## src/hdl/lzc_pkg.sv

```systemverilog
`timescale 1ns / 1ps
// ----------------------------------------------------------------------------
// lzc_pkg
// Shared constants, dictionary entry and table port types for the LZW
// compressor.
// ----------------------------------------------------------------------------
package lzc_pkg;

  localparam int CODE_BITS   = 12;
  localparam int LIT_CODES   = 256;
  localparam int HASH_BITS   = CODE_BITS + 1;
  localparam int TABLE_DEPTH = 1 << HASH_BITS;

  typedef struct packed {
    logic                 used;
    logic [CODE_BITS-1:0] prefix;
    logic [7:0]           data_val;
    logic [CODE_BITS-1:0] code;
  } entry_t;

  localparam int ENTRY_W = $bits(entry_t);

  typedef struct packed {
    logic                 rd_en;
    logic [HASH_BITS-1:0] rd_addr;
    logic [CODE_BITS-1:0] key_prefix;
    logic [7:0]           key_data;
    logic                 wr_en;
    logic [HASH_BITS-1:0] wr_addr;
    entry_t               wr_entry;
  } table_req_t;

  typedef struct packed {
    logic                 used;
    logic                 hit;
    logic [CODE_BITS-1:0] code;
  } table_rsp_t;

  function automatic logic [HASH_BITS-1:0] hash_key(input logic [CODE_BITS-1:0] p,
                                                    input logic [7:0] d);
    return HASH_BITS'(p) ^ (HASH_BITS'(d) << (HASH_BITS - 8));
  endfunction

endpackage

```

## src/hdl/lzc_ctrl.sv

```systemverilog
`timescale 1ns / 1ps
// ----------------------------------------------------------------------------
// lzc_ctrl
// Sequencer for the compressor: table clearing, probing, insertion and the
// output code register.
// ----------------------------------------------------------------------------
module lzc_ctrl (
  input  logic                          clk,
  input  logic                          rst,
  input  logic [7:0]                    data_byte,
  input  logic                          end_of_stream,
  input  logic                          byte_valid,
  output logic                          byte_stall,
  output logic [lzc_pkg::CODE_BITS-1:0] code,
  output logic                          final_code,
  output logic                          code_valid,
  input  logic                          code_stall,
  output lzc_pkg::table_req_t           req,
  input  lzc_pkg::table_rsp_t           rsp
);
  import lzc_pkg::*;

  typedef enum logic [2:0] {
    ST_CLEAR,
    ST_IDLE,
    ST_LOOK,
    ST_EMIT,
    ST_FLUSH
  } state_t;

  state_t               state;
  logic [HASH_BITS-1:0] clr_addr;
  logic [HASH_BITS-1:0] probe_addr;
  logic [HASH_BITS-1:0] probe_step;
  logic [HASH_BITS-1:0] start_addr;
  logic [CODE_BITS-1:0] prefix_code;
  logic                 prefix_valid;
  logic [CODE_BITS:0]   next_code;
  logic [7:0]           data_r;
  logic                 last_r;
  logic                 full;
  logic                 slot_free;

  assign byte_stall = (state != ST_IDLE);
  assign full       = next_code[CODE_BITS];
  assign slot_free  = !code_valid || !code_stall;
  assign probe_step = probe_addr + HASH_BITS'(1);
  assign start_addr = hash_key(prefix_code, data_byte);

  always_comb begin
    req = '0;
    case (state)
      ST_CLEAR: begin
        req.wr_en   = 1'b1;
        req.wr_addr = clr_addr;
      end
      ST_IDLE: begin
        req.rd_en      = byte_valid && prefix_valid;
        req.rd_addr    = start_addr;
        req.key_prefix = prefix_code;
        req.key_data   = data_byte;
      end
      ST_LOOK: begin
        req.rd_en                 = rsp.used && !rsp.hit;
        req.rd_addr               = probe_step;
        req.key_prefix            = prefix_code;
        req.key_data              = data_r;
        req.wr_en                 = !rsp.used && !full;
        req.wr_addr               = probe_addr;
        req.wr_entry.used         = 1'b1;
        req.wr_entry.prefix       = prefix_code;
        req.wr_entry.data_val     = data_r;
        req.wr_entry.code         = next_code[CODE_BITS-1:0];
      end
      default: begin
        req = '0;
      end
    endcase
  end

  always_ff @(posedge clk) begin
    if (rst) begin
      state        <= ST_CLEAR;
      clr_addr     <= '0;
      prefix_code  <= '0;
      prefix_valid <= 1'b0;
      next_code    <= (CODE_BITS + 1)'(LIT_CODES);
      code_valid   <= 1'b0;
    end else begin
      if (code_valid && !code_stall && !(state inside {ST_EMIT, ST_FLUSH})) begin
        code_valid <= 1'b0;
      end
      case (state)
        ST_CLEAR: begin
          clr_addr <= clr_addr + HASH_BITS'(1);
          if (clr_addr == '1) begin
            state <= ST_IDLE;
          end
        end
        ST_IDLE: begin
          if (byte_valid) begin
            data_r <= data_byte;
            last_r <= end_of_stream;
            if (prefix_valid) begin
              probe_addr <= start_addr;
              state      <= ST_LOOK;
            end else begin
              prefix_code  <= CODE_BITS'(data_byte);
              prefix_valid <= 1'b1;
              if (end_of_stream) begin
                state <= ST_FLUSH;
              end
            end
          end
        end
        ST_LOOK: begin
          if (rsp.hit) begin
            prefix_code <= rsp.code;
            state       <= last_r ? ST_FLUSH : ST_IDLE;
          end else if (rsp.used) begin
            probe_addr <= probe_step;
          end else begin
            if (!full) begin
              next_code <= next_code + (CODE_BITS + 1)'(1);
            end
            state <= ST_EMIT;
          end
        end
        ST_EMIT: begin
          if (slot_free) begin
            code_valid  <= 1'b1;
            code        <= prefix_code;
            final_code  <= 1'b0;
            prefix_code <= CODE_BITS'(data_r);
            state       <= last_r ? ST_FLUSH : ST_IDLE;
          end
        end
        ST_FLUSH: begin
          if (slot_free) begin
            code_valid   <= 1'b1;
            code         <= prefix_code;
            final_code   <= 1'b1;
            prefix_code  <= '0;
            prefix_valid <= 1'b0;
            next_code    <= (CODE_BITS + 1)'(LIT_CODES);
            clr_addr     <= '0;
            state        <= ST_CLEAR;
          end
        end
        default: begin
          state <= ST_CLEAR;
        end
      endcase
    end
  end

endmodule

```

## config.mk

```make
export PLATFORM = sky130hd
export DESIGN_NAME = lzc_ctrl
export DESIGN_NICKNAME = d
export VERILOG_FILES = /design/src/hdl/lzc_pkg.sv /design/src/hdl/lzc_ctrl.sv
export SDC_FILE = /design/constraint.sdc
export NUM_CORES = 1
export LEC_CHECK = 0
export ABC_CLOCK_PERIOD_IN_PS = 12560
export BUFFER_PORTS_ARGS = -buffer_cell sky130_fd_sc_hd__buf_2
export CAP_MARGIN = 20
export CORE_MARGIN = 4
export CORE_UTILIZATION = 40
export DETAILED_ROUTE_END_ITERATION = 6
export PLACE_DENSITY = 0.62
export SYNTH_ARGS = -nofsm -noshare
export SYNTH_HDL_FRONTEND = slang
export SYNTH_SLANG_ARGS = --single-unit
export TNS_END_PERCENT = 20
```

## constraint.sdc

```tcl
create_clock -name clk -period 12.56 [get_ports clk]
set_clock_uncertainty 0.2 [all_clocks]
set_input_delay 1.884 -clock clk [delete_from_list [all_inputs] [get_ports clk]]
set_output_delay 1.884 -clock clk [all_outputs]
set_load 0.005 [all_outputs]
```

==> flow_metrics.env, run 1 <==
export IMPL_final_seq_area_um2=1910
export IMPL_timing_final_crit_period_ns=5.51
export IMPL_rsz0062_at_grt="no"
export IMPL_initialDrtViolationCount=231
export IMPL_endpoint_kind="output port"
export IMPL_grt_max_degree=32
export IMPL_regToRegSetupSlack_ns=8.74
export IMPL_peakVddDrop_v=0.0000851
export IMPL_first_pass_iters=5
export IMPL_layout_setup_ws_ns=7.05
export IMPL_io_pins=123
export IMPL_ys_ff_latch=78
export IMPL_cts_hold_buf=0
export IMPL_slew_violations=0
export IMPL_cts_made_buffers=9
export IMPL_clock_sinks=78
export IMPL_fill_cells=1058
export IMPL_worst_pin_slew_ns=1.04
export IMPL_p_switching_mw=0.409
export IMPL_ys_types=56
export IMPL_drc=0
export IMPL_worstPathRequired_ns=10.48
export IMPL_maxCapViolCount=0
export IMPL_grt_usage_pct=19.5
export IMPL_cts_root_buf="clkbuf_8"
export IMPL_synthAdderAreaFrac_pct=0.860
export IMPL_grt_pass1_wl_um=19700
export IMPL_fin_util_pct=50.2
export IMPL_n_antenna_cell=0
export IMPL_ctsResizeCount=0
export IMPL_drive_gt1_share_pct=27.9
export IMPL_syn2layout_area_growth_pct=20.2
export IMPL_htree_levels=3
export IMPL_cts_buffer_depth=2
export IMPL_die_y_um=112
export IMPL_synth_edf_count=35
export IMPL_dpl_hpwl_um=9110
export IMPL_leakage_nw=2.22
export IMPL_synthArstFlopShare_pct=0
export IMPL_placed_area_um2=5040
export IMPL_synth_area_leaders="edfxtp_1 24%, dfxtp_1 20%, and2_1 4.4%"
export IMPL_placedCellCount=694
export IMPL_drt_antenna_violating_nets=0
export IMPL_gp_congestion=0.836
export IMPL_ys_flop_type="dfxtp_1"
export IMPL_max_freq_ghz=0.182
export IMPL_crit_type="reg -> out"
export IMPL_p_seq_share_pct=37.3
export IMPL_grt_ovfl_total=0
export IMPL_num_rows=37
export IMPL_synth_top_family_by_area="simple AND/OR/NAND/NOR gates"
export IMPL_finalNonFillerCells=710
export IMPL_clockPowerShare_pct=20.4
export IMPL_synthesis_nets=495
export IMPL_synth_area_um2=4360
export IMPL_postSynthAreaPerCell_um2=9.39
export IMPL_multi_input_area_um2=2290
export IMPL_hold_class="reg -> reg"
export IMPL_antenna_found_initial=0
export IMPL_dieArea_um2=12600
export IMPL_yosys_cell_count_top_type="dfxtp_1"
export IMPL_initial_core_util_pct=41.7
export IMPL_netlist_top_cells_count="43 x dfxtp_1, 35 x edfxtp_1, 35 x nor2_1, 31 x and2_1, 29 x nand2_1"
export IMPL_cts_tree="built"
export IMPL_synth_compound_area_share_pct=18.7
export IMPL_setup_viol_count_final=0
export IMPL_clock_latency_ns=0.38
export IMPL_startpoint_type="register"
export IMPL_synth_xor_area_share_pct=6.42
export IMPL_p_sw_share_pct=41.3
export IMPL_vias_per_cell=5.46
export IMPL_io_buffer_count=122
export IMPL_pwr_share_comb_pct=42.3
export IMPL_ys_warn_count=0
export IMPL_core_um2=10500
export IMPL_dieWidth_um=112
export IMPL_p_per_area_nw_per_um2=189
export IMPL_nets=599
export IMPL_status="complete, no violations"
export IMPL_slew_headroom_pct=30.2
export IMPL_yosys_area_share_simple_pct=22.4
export IMPL_postCtsSetupBuffers=0
export IMPL_clk_pin_slew_ns=0.08
export IMPL_post_route_cell_area_um2=5250
export IMPL_final_setup_tns_ns=0
export IMPL_grt_pass1_vias=3732
export IMPL_yosys_area_top_type="edfxtp_1"
export IMPL_ys_seq_area_share_pct=43.8
export IMPL_synthMuxAreaShare_pct=3.90
export IMPL_cp_max_fo=31
export IMPL_timing_final_crit_share_pct=43.8
export IMPL_totalWireLength_um=12300
export IMPL_avgRoutedWirePerCell_um=17.3
export IMPL_synthesis_instances=465
export IMPL_pre_cts_slack_ns=7.41
export IMPL_synth_top_area_share_pct=24.1
export IMPL_p_int_mw=0.581
export IMPL_vias=3877
export IMPL_crit_arrival_ns=3.42
export IMPL_timing_final_hold_violations=0
power groups by stage:
stage	Clock (mW)	Combinational, mW	Sequential [mW]
after floorplan	0	0.304	0.340
after global placement	0	0.412	0.374
after detailed placement	0	0.419	0.375
after CTS	0.205	0.422	0.368
after global routing	0.215	0.466	0.376
final	0.203	0.419	0.369
cells in the final DEF, fill, tap and decap left out, drive strengths merged, types with 8 or more instances in the layout:
master and instances:
xor2 13, mux2 8, o22ai 15, and2 31
or3 9, dfxtp 43, xnor2 19, clkbuf 9
o21ai 23, nand3 11, or4 9, edfxtp 35
nor2 36, a22o 13, a21oi 27, inv 10
mux2i 8, nand2 29, nand4 9, nor2b 14
nor3 10, buf 126, a21o 16
sequential cells by signal (all words and copies together), names as in the netlist:
signal	cells
clr_addr	13
code_valid	1
code	12
next_code	13
prefix_valid	1
last_r	1
state	3
probe_addr	13
final_code	1
data_r	8
prefix_code	12
critical path, stage by stage (launching register included):
cell     delay, ns
dfxtp_1       0.85
or3b_2        0.55
inv_1         0.49
nor2_1        0.85
nor2b_1       0.13
buf_2         0.17
layout make-up:
class,instances,share of cell area (%)
tap,136,3.24
clock inverter,7,1.53
multi-input combinational,346,43.7
timing repair buffer,126,12.2
sequential,78,36.4
inverter,8,0.572
clock buffer,9,2.36
through the flow:
stage	hold slack (ns)	total power, mW
after floorplan	0.258	0.643
after global placement	0.280	0.786
after detailed placement	0.293	0.794
after CTS	0.304	0.995
after global routing	0.323	1.06
final	0.301	0.990
layer usage:
metal | global-route usage [%] | up-vias | wire (µm)
li1 | - | 1910 | -
met1 | 26.1 | 1823 | 5620
met2 | 31.0 | 127 | 5670
met3 | 3.77 | 17 | 744
met4 | 7.61 | 0 | 281
met5 | 0 | - | 0
path summary, 6_finish.rpt:
kind	startpoint	cells past startpoint	to
max	state[0]	5	req[63]
min	next_code[1]	2	next_code[1]
max reg2reg	state[1]	5	probe_addr[7]
min reg2reg	next_code[1]	2	next_code[1]
logic make-up after synthesis:
family	after synthesis
XOR/XNOR	32
AO/OA/AOI/OAI	118
buffers and inverters	41
multiplexers	16
adder cells (fa/ha/maj)	3
AND/OR/NAND/NOR	177
flip-flops	78
No activity file was read; power rests on OpenSTA's default activity.
==> run 2, diff against run 1 <==
--- a/config.mk
+++ b/config.mk
@@ -5,13 +5,14 @@
 export SDC_FILE = /design/constraint.sdc
 export NUM_CORES = 1
 export LEC_CHECK = 0
-export ABC_CLOCK_PERIOD_IN_PS = 12560
+export ABC_AREA = 1
+export ABC_CLOCK_PERIOD_IN_PS = 4900
 export BUFFER_PORTS_ARGS = -buffer_cell sky130_fd_sc_hd__buf_2
 export CAP_MARGIN = 20
 export CORE_MARGIN = 4
 export CORE_UTILIZATION = 40
 export DETAILED_ROUTE_END_ITERATION = 6
-export PLACE_DENSITY = 0.62
+export PLACE_DENSITY = 0.64
 export SYNTH_ARGS = -nofsm -noshare
 export SYNTH_HDL_FRONTEND = slang
 export SYNTH_SLANG_ARGS = --single-unit
==> constraint.sdc (replaced) <==
create_clock -name clk -period 4.9 [get_ports clk]
set_clock_uncertainty 0.2 [all_clocks]
set_input_delay 0.735 -clock clk [delete_from_list [all_inputs] [get_ports clk]]
set_output_delay 0.735 -clock clk [all_outputs]
set_load 0.005 [all_outputs]
==> run 2 against run 1 <==
  * First-iteration DRC count rose by 82%
  * Sequential power rose by 85%
  * Final cell count rose by 29%
  * Power rose by 45%
  * Routed wire length rose by 11%
  * Worst setup slack got worse by 5.6 ns
  * Flip-flop and latch count did not move
  * Count of clock-buffer cells in the layout rose by 2
  * Highest routed layer unchanged
==> flow_metrics.env, run 2 <==
export IMPL_status="complete, no violations"
export IMPL_crit_arrival_ns=2.48
export IMPL_die_y_um=114
export IMPL_vias_per_cell=5.08
export IMPL_core_um2=10900
export IMPL_regToRegSetupSlack_ns=2.15
export IMPL_reg_top3="clr_addr (13), next_code (13), probe_addr (13)"
export IMPL_synth_top_area_share_pct=23.4
export IMPL_endpoint="req[71]"
export IMPL_grt_usage_pct=21.1
export IMPL_ys_seq_area_share_pct=42.5
export IMPL_grt_ovfl_total=0
export IMPL_met3_usage_pct=3.34
export IMPL_r2r_start="state[1]"
export IMPL_netlist_top_cells_count="163 x nand2_1, 122 x nor2_1, 81 x inv_1, 53 x o21ai_0, 47 x nand3_1"
export IMPL_hold_class="reg -> reg"
export IMPL_cts_made_buffers=9
export IMPL_timing_rr_end="next_code[11]"
export IMPL_final_cell_mix="163 x nand2_1, 122 x nor2_1, 122 x buf_2"
export IMPL_ys_ff_latch=78
export IMPL_cts_hold_buf=0
export IMPL_clock_sinks=78
export IMPL_drc=0
export IMPL_yosys_cell_count_top_type="nand2_1"
export IMPL_postCtsSetupBuffers=0
export IMPL_clockPowerShare_pct=49.6
export IMPL_io_pins=123
export IMPL_worst_pin_slew_ns=0.990
export IMPL_synthesis_nets=685
export IMPL_pwr_share_comb_pct=3.1
export IMPL_layout_setup_ws_ns=1.48
export IMPL_grt_pass1_vias=4378
export IMPL_final_setup_tns_ns=0
export IMPL_reg2reg_depth=9
export IMPL_grt_pass1_wl_um=21900
export IMPL_first_pass_iters=5
export IMPL_timing_final_crit_period_ns=3.42
export IMPL_pre_cts_slack_ns=1.85
export IMPL_dpl_hpwl_um=9990
export IMPL_yosys_area_top_type="edfxtp_1"
export IMPL_crit_type="reg -> out"
export IMPL_timing_final_hold_violations=0
export IMPL_final_common_cell="nand2_1"
export IMPL_endpoint_kind="output port"
export IMPL_antenna_found_initial=0
export IMPL_crit_path_start="state[1]"
export IMPL_avgRoutedWirePerCell_um=14.9
export IMPL_timing_final_crit_share_pct=69.8
export IMPL_busiest_layer="met2"
export IMPL_initial_core_util_pct=41.1
export IMPL_p_switching_mw=0.301
export IMPL_max_freq_ghz=0.293
export IMPL_nets=802
export IMPL_cp_max_fo=41
export IMPL_peakVddDrop_v=0.000128
export IMPL_slew_violations=0
export IMPL_io_buffer_count=122
export IMPL_synth_edf_count=35
export IMPL_synthArstFlopShare_pct=0
export IMPL_clock_latency_ns=0.34
export IMPL_p_seq_share_pct=47.3
export IMPL_ys_warn_count=0
export IMPL_n_antenna_cell=0
export IMPL_placed_area_um2=5220
export IMPL_synth_area_leaders="edfxtp_1 23%, dfxtp_1 19%, nand2_1 14%"
export IMPL_fin_util_pct=50.5
export IMPL_p_sw_share_pct=20.9
export IMPL_drive_gt1_share_pct=20.7
export IMPL_postSynthAreaPerCell_um2=6.86
export IMPL_cts_tree="built"
export IMPL_cts_buffer_depth=2
export IMPL_synthesis_instances=655
export IMPL_ctsResizeCount=0
export IMPL_syn2layout_area_growth_pct=23.0
export IMPL_post_route_cell_area_um2=5530
export IMPL_ys_types=35
export IMPL_cts_root_buf="clkbuf_16"
export IMPL_met2_usage_pct=33.8
export IMPL_dieArea_um2=13000
export IMPL_p_per_area_nw_per_um2=261
export IMPL_num_rows=38
export IMPL_clk_pin_slew_ns=0.06
export IMPL_ys_flop_type="dfxtp_1"
export IMPL_initialDrtViolationCount=420
export IMPL_grt_met1_usage_pct=29.2
export IMPL_maxCapViolCount=0
export IMPL_setup_viol_count_final=0
export IMPL_startpoint_type="register"
export IMPL_synth_area_um2=4490
export IMPL_rsz0062_at_grt="no"
export IMPL_htree_levels=3
export IMPL_dieWidth_um=114
export IMPL_drt_antenna_violating_nets=0
export IMPL_grt_max_degree=44
export IMPL_totalWireLength_um=13700
export IMPL_worstPathRequired_ns=3.96
export IMPL_p_int_mw=1.14
export IMPL_gp_congestion=0.839
export IMPL_vias=4658
export IMPL_leakage_nw=2.59
export IMPL_slew_headroom_pct=33.8
-- run 2: changes by cell type in the layout (fill, tap and decap cells not counted), sizes merged, moves of 16 or more --
| cell | before | now |
|---|---|---|
| nand2 | 29 | 171 |
| nor2 | 36 | 129 |
| inv | 10 | 83 |
| nand3 | 11 | 49 |
| and2 | 31 | 0 |
| o21ai | 23 | 54 |
| a21o | 16 | 0 |
-- run 2: cell type report --
class                   instances  area, µm²
clock buffers                  11        233
clock inverters                 5       76.3
fillers                      1136       5410
inverters                      83        314
multi-input cells             474       2180
flip-flops and latches         78       1910
well taps                     140        175
repair buffers                126        641
-- run 2: worst min-delay path by stage --
stage	start	to	slack (ns)	depth (start not counted)
floorplan	prefix_code[0]	code[0]	0.21	0
global placement	prefix_code[2]	code[2]	0.21	0
detailed placement	prefix_code[0]	code[0]	0.22	0
CTS	prefix_code[0]	code[0]	0.23	0
global route	prefix_code[2]	code[2]	0.24	0
finish	prefix_code[0]	code[0]	0.23	0
-- run 2: kinds of logic after synthesis --
logic type	after synthesis	synth area share, %
buf+inv	103	9.16
xor+xnor	7	1.36
flops	78	42.5
simple gates	365	34.3
fa+ha+maj	3	0.835
compound gates	99	11.8
-- run 2: worst max-delay path, stage by stage (launching register included) --
cell	delay, ns
dfxtp_1	0.55
inv_2	0.11
nor2_4	0.12
nand2_2	0.47
buf_4	0.42
a21oi_1	0.12
o21ai_0	0.11
o21ai_0	0.10
buf_2	0.14
-- run 2: power by group through the flow --
| stage | registers [mW] | logic (mW) | clock network (mW) |
|---|---|---|---|
| after floorplan | 0.694 | 0.0211 | 0 |
| after global placement | 0.695 | 0.0448 | 0 |
| after detailed placement | 0.695 | 0.0449 | 0 |
| after CTS | 0.681 | 0.0450 | 0.720 |
| after global routing | 0.681 | 0.0512 | 0.750 |
| final | 0.681 | 0.0452 | 0.715 |
-- run 2: routing by layer --
| layer | wire, µm | part of all wire, % |
|---|---|---|
| met5 | 0 | 0 |
| met4 | 203 | 1.5 |
| met3 | 875 | 6.4 |
| met1 | 6270 | 46 |
| met2 | 6320 | 46 |
-- run 2: through the flow --
stage	hold WS, ns	total power, mW	cells
after floorplan	0.208	0.715	655
after global placement	0.212	0.740	901
after detailed placement	0.216	0.740	901
after CTS	0.231	1.45	917
after global routing	0.237	1.48	917
final	0.234	1.44	917
==> run 3, diff against run 2 <==
--- a/config.mk
+++ b/config.mk
@@ -6,7 +6,7 @@
 export NUM_CORES = 1
 export LEC_CHECK = 0
 export ABC_AREA = 1
-export ABC_CLOCK_PERIOD_IN_PS = 4900
+export ABC_CLOCK_PERIOD_IN_PS = 3000
 export BUFFER_PORTS_ARGS = -buffer_cell sky130_fd_sc_hd__buf_2
 export CAP_MARGIN = 20
 export CORE_MARGIN = 4
==> constraint.sdc (replaced) <==
create_clock -name clk -period 3 [get_ports clk]
set_clock_uncertainty 0.2 [all_clocks]
set_input_delay 0.45 -clock clk [delete_from_list [all_inputs] [get_ports clk]]
set_output_delay 0.45 -clock clk [all_outputs]
set_load 0.005 [all_outputs]
==> run 3 against run 2 <==
  * Final area is 0.23% higher
  * Register-to-register slack worse by 1.5 ns
  * Non-clock buffer count is 7 higher
  * Routed wire length is 1.3% lower
  * Sequential share of layout area is 0.078 points lower
  * Clock power is 40% higher
  * Critical path depth stayed put
  * Power is 52% higher
  * Die area stayed put
  * Utilization is 0.11 points higher
  * Worst setup slack worse by 1.2 ns
  * Critical path type unchanged
  * Critical endpoint is now req[77]
  * Highest routed layer unchanged
==> flow_metrics.env, run 3 (synthesis results as in run 2) <==
export IMPL_p_switching_mw=0.496
export IMPL_dieArea_um2=13000
export IMPL_num_rows=38
export IMPL_grt_ovfl_total=0
export IMPL_final_cell_mix="163 x nand2_1, 122 x nor2_1, 122 x buf_2"
export IMPL_setup_viol_count_final=0
export IMPL_avgRoutedWirePerCell_um=14.6
export IMPL_totalWireLength_um=13500
export IMPL_slew_violations=0
export IMPL_clock_sinks=78
export IMPL_endpoint_kind="output port"
export IMPL_p_seq_share_pct=50.7
export IMPL_rsz0062_at_grt="no"
export IMPL_nets=809
export IMPL_gp_congestion=0.866
export IMPL_startpoint_type="register"
export IMPL_drc=0
export IMPL_layout_setup_ws_ns=0.259
export IMPL_io_buffer_count=122
export IMPL_final_seq_area_um2=1910
export IMPL_ctsResizeCount=0
export IMPL_first_pass_iters=5
export IMPL_crit_arrival_ns=2.09
export IMPL_core_um2=10900
export IMPL_n_antenna_cell=0
export IMPL_clockPowerShare_pct=45.8
export IMPL_worstPathRequired_ns=2.35
export IMPL_antenna_found_initial=0
export IMPL_htree_levels=3
export IMPL_p_sw_share_pct=22.6
export IMPL_initialDrtViolationCount=504
export IMPL_timing_final_hold_violations=0
export IMPL_io_pins=123
export IMPL_dpl_hpwl_um=10200
export IMPL_grt_usage_pct=20.6
export IMPL_clock_latency_ns=0.34
export IMPL_die_y_um=114
export IMPL_cts_tree="built"
export IMPL_timing_final_crit_share_pct=91.4
export IMPL_fill_cells=1126
export IMPL_p_int_mw=1.70
export IMPL_postCtsSetupBuffers=0
export IMPL_pwr_share_comb_pct=3.5
export IMPL_syn2layout_area_growth_pct=23.2
export IMPL_maxCapViolCount=0
export IMPL_vias_per_cell=5.05
export IMPL_drt_antenna_violating_nets=0
export IMPL_final_common_cell="nand2_1"
export IMPL_drive_gt1_share_pct=21.7
export IMPL_cts_buffer_depth=2
export IMPL_cts_root_buf="clkbuf_16"
export IMPL_initial_core_util_pct=41.1
export IMPL_pre_cts_slack_ns=0.643
export IMPL_p_total_mw=2.19
export IMPL_p_per_area_nw_per_um2=396
export IMPL_max_freq_ghz=0.365
export IMPL_multi_input_area_um2=2180
export IMPL_clk_pin_slew_ns=0.07
export IMPL_peakVddDrop_v=0.000229
export IMPL_final_setup_tns_ns=0
export IMPL_grt_max_degree=23
export IMPL_slew_headroom_pct=64.0
export IMPL_cts_hold_buf=0
export IMPL_leakage_nw=2.61
export IMPL_status="complete, no violations"
export IMPL_timing_final_crit_period_ns=2.74
export IMPL_dieWidth_um=114
export IMPL_hold_class="in -> reg"
export IMPL_cp_max_fo=8
export IMPL_fin_hold_ws_ns=0.116
export IMPL_reg_top3="clr_addr (13), next_code (13), probe_addr (13)"
export IMPL_grt_pass1_wl_um=21300
export IMPL_crit_type="reg -> out"
export IMPL_grt_pass1_vias=4313
export IMPL_worst_pin_slew_ns=0.536
export IMPL_vias=4670
export IMPL_cts_made_buffers=9
run 3: per-stage QoR:
step	area, µm²	utilization, %	cells
floorplan	4490	-	655
global placement	5270	48.2	908
detailed placement	5270	48.2	908
CTS	5540	50.7	924
global route	5540	50.7	924
finish	5540	50.7	924
run 3: critical path, stage by stage, from the launching register on:
cell and delay, ns:
edfxtp_1 0.38, ha_1 0.17, nand2_1 0.10, nor2_1 0.41, nand2_1 0.13, o21ai_0 0.18, nand3_1 0.11, o21ai_0 0.12
buf_2 0.16
run 3: path summary, 6_finish.rpt:
check        depth (start not counted)  slack (ns)           end      startpoint
max                                  8        0.26       req[77]   probe_addr[1]
min                                  1        0.12        last_r   end_of_stream
max reg2reg                          9        0.61  next_code[1]        state[1]
min reg2reg                          0        0.23       code[2]  prefix_code[2]
run 3: per-layer routing:
layer | share of wire [%] | GRT usage [%] | vias up
met5 | 0 | 0 | -
met3 | 7.3 | 3.02 | 12
met4 | 1.3 | 7.21 | 0
li1 | - | - | 2346
met2 | 47 | 33.3 | 187
met1 | 45 | 28.1 | 2125
run 3: power by group through the flow:
| stage | sequential (mW) | combinational [mW] | clock, mW |
|---|---|---|---|
| final | 1.11 | 0.0771 | 1.00 |
| after floorplan | 1.13 | 0.0344 | 0 |
| after CTS | 1.11 | 0.0769 | 1.03 |
| after detailed placement | 1.13 | 0.0766 | 0 |
| after global placement | 1.13 | 0.0759 | 0 |
| after global routing | 1.11 | 0.0850 | 1.06 |
run 3: area by class of cell:
type	count	area share (%)
clock inverters	6	0.723
inverters	83	5.67
repair buffers	133	12.5
well taps	140	3.16
multi-input cells	474	39.3
flip-flops and latches	78	34.5
clock buffers	10	4.13
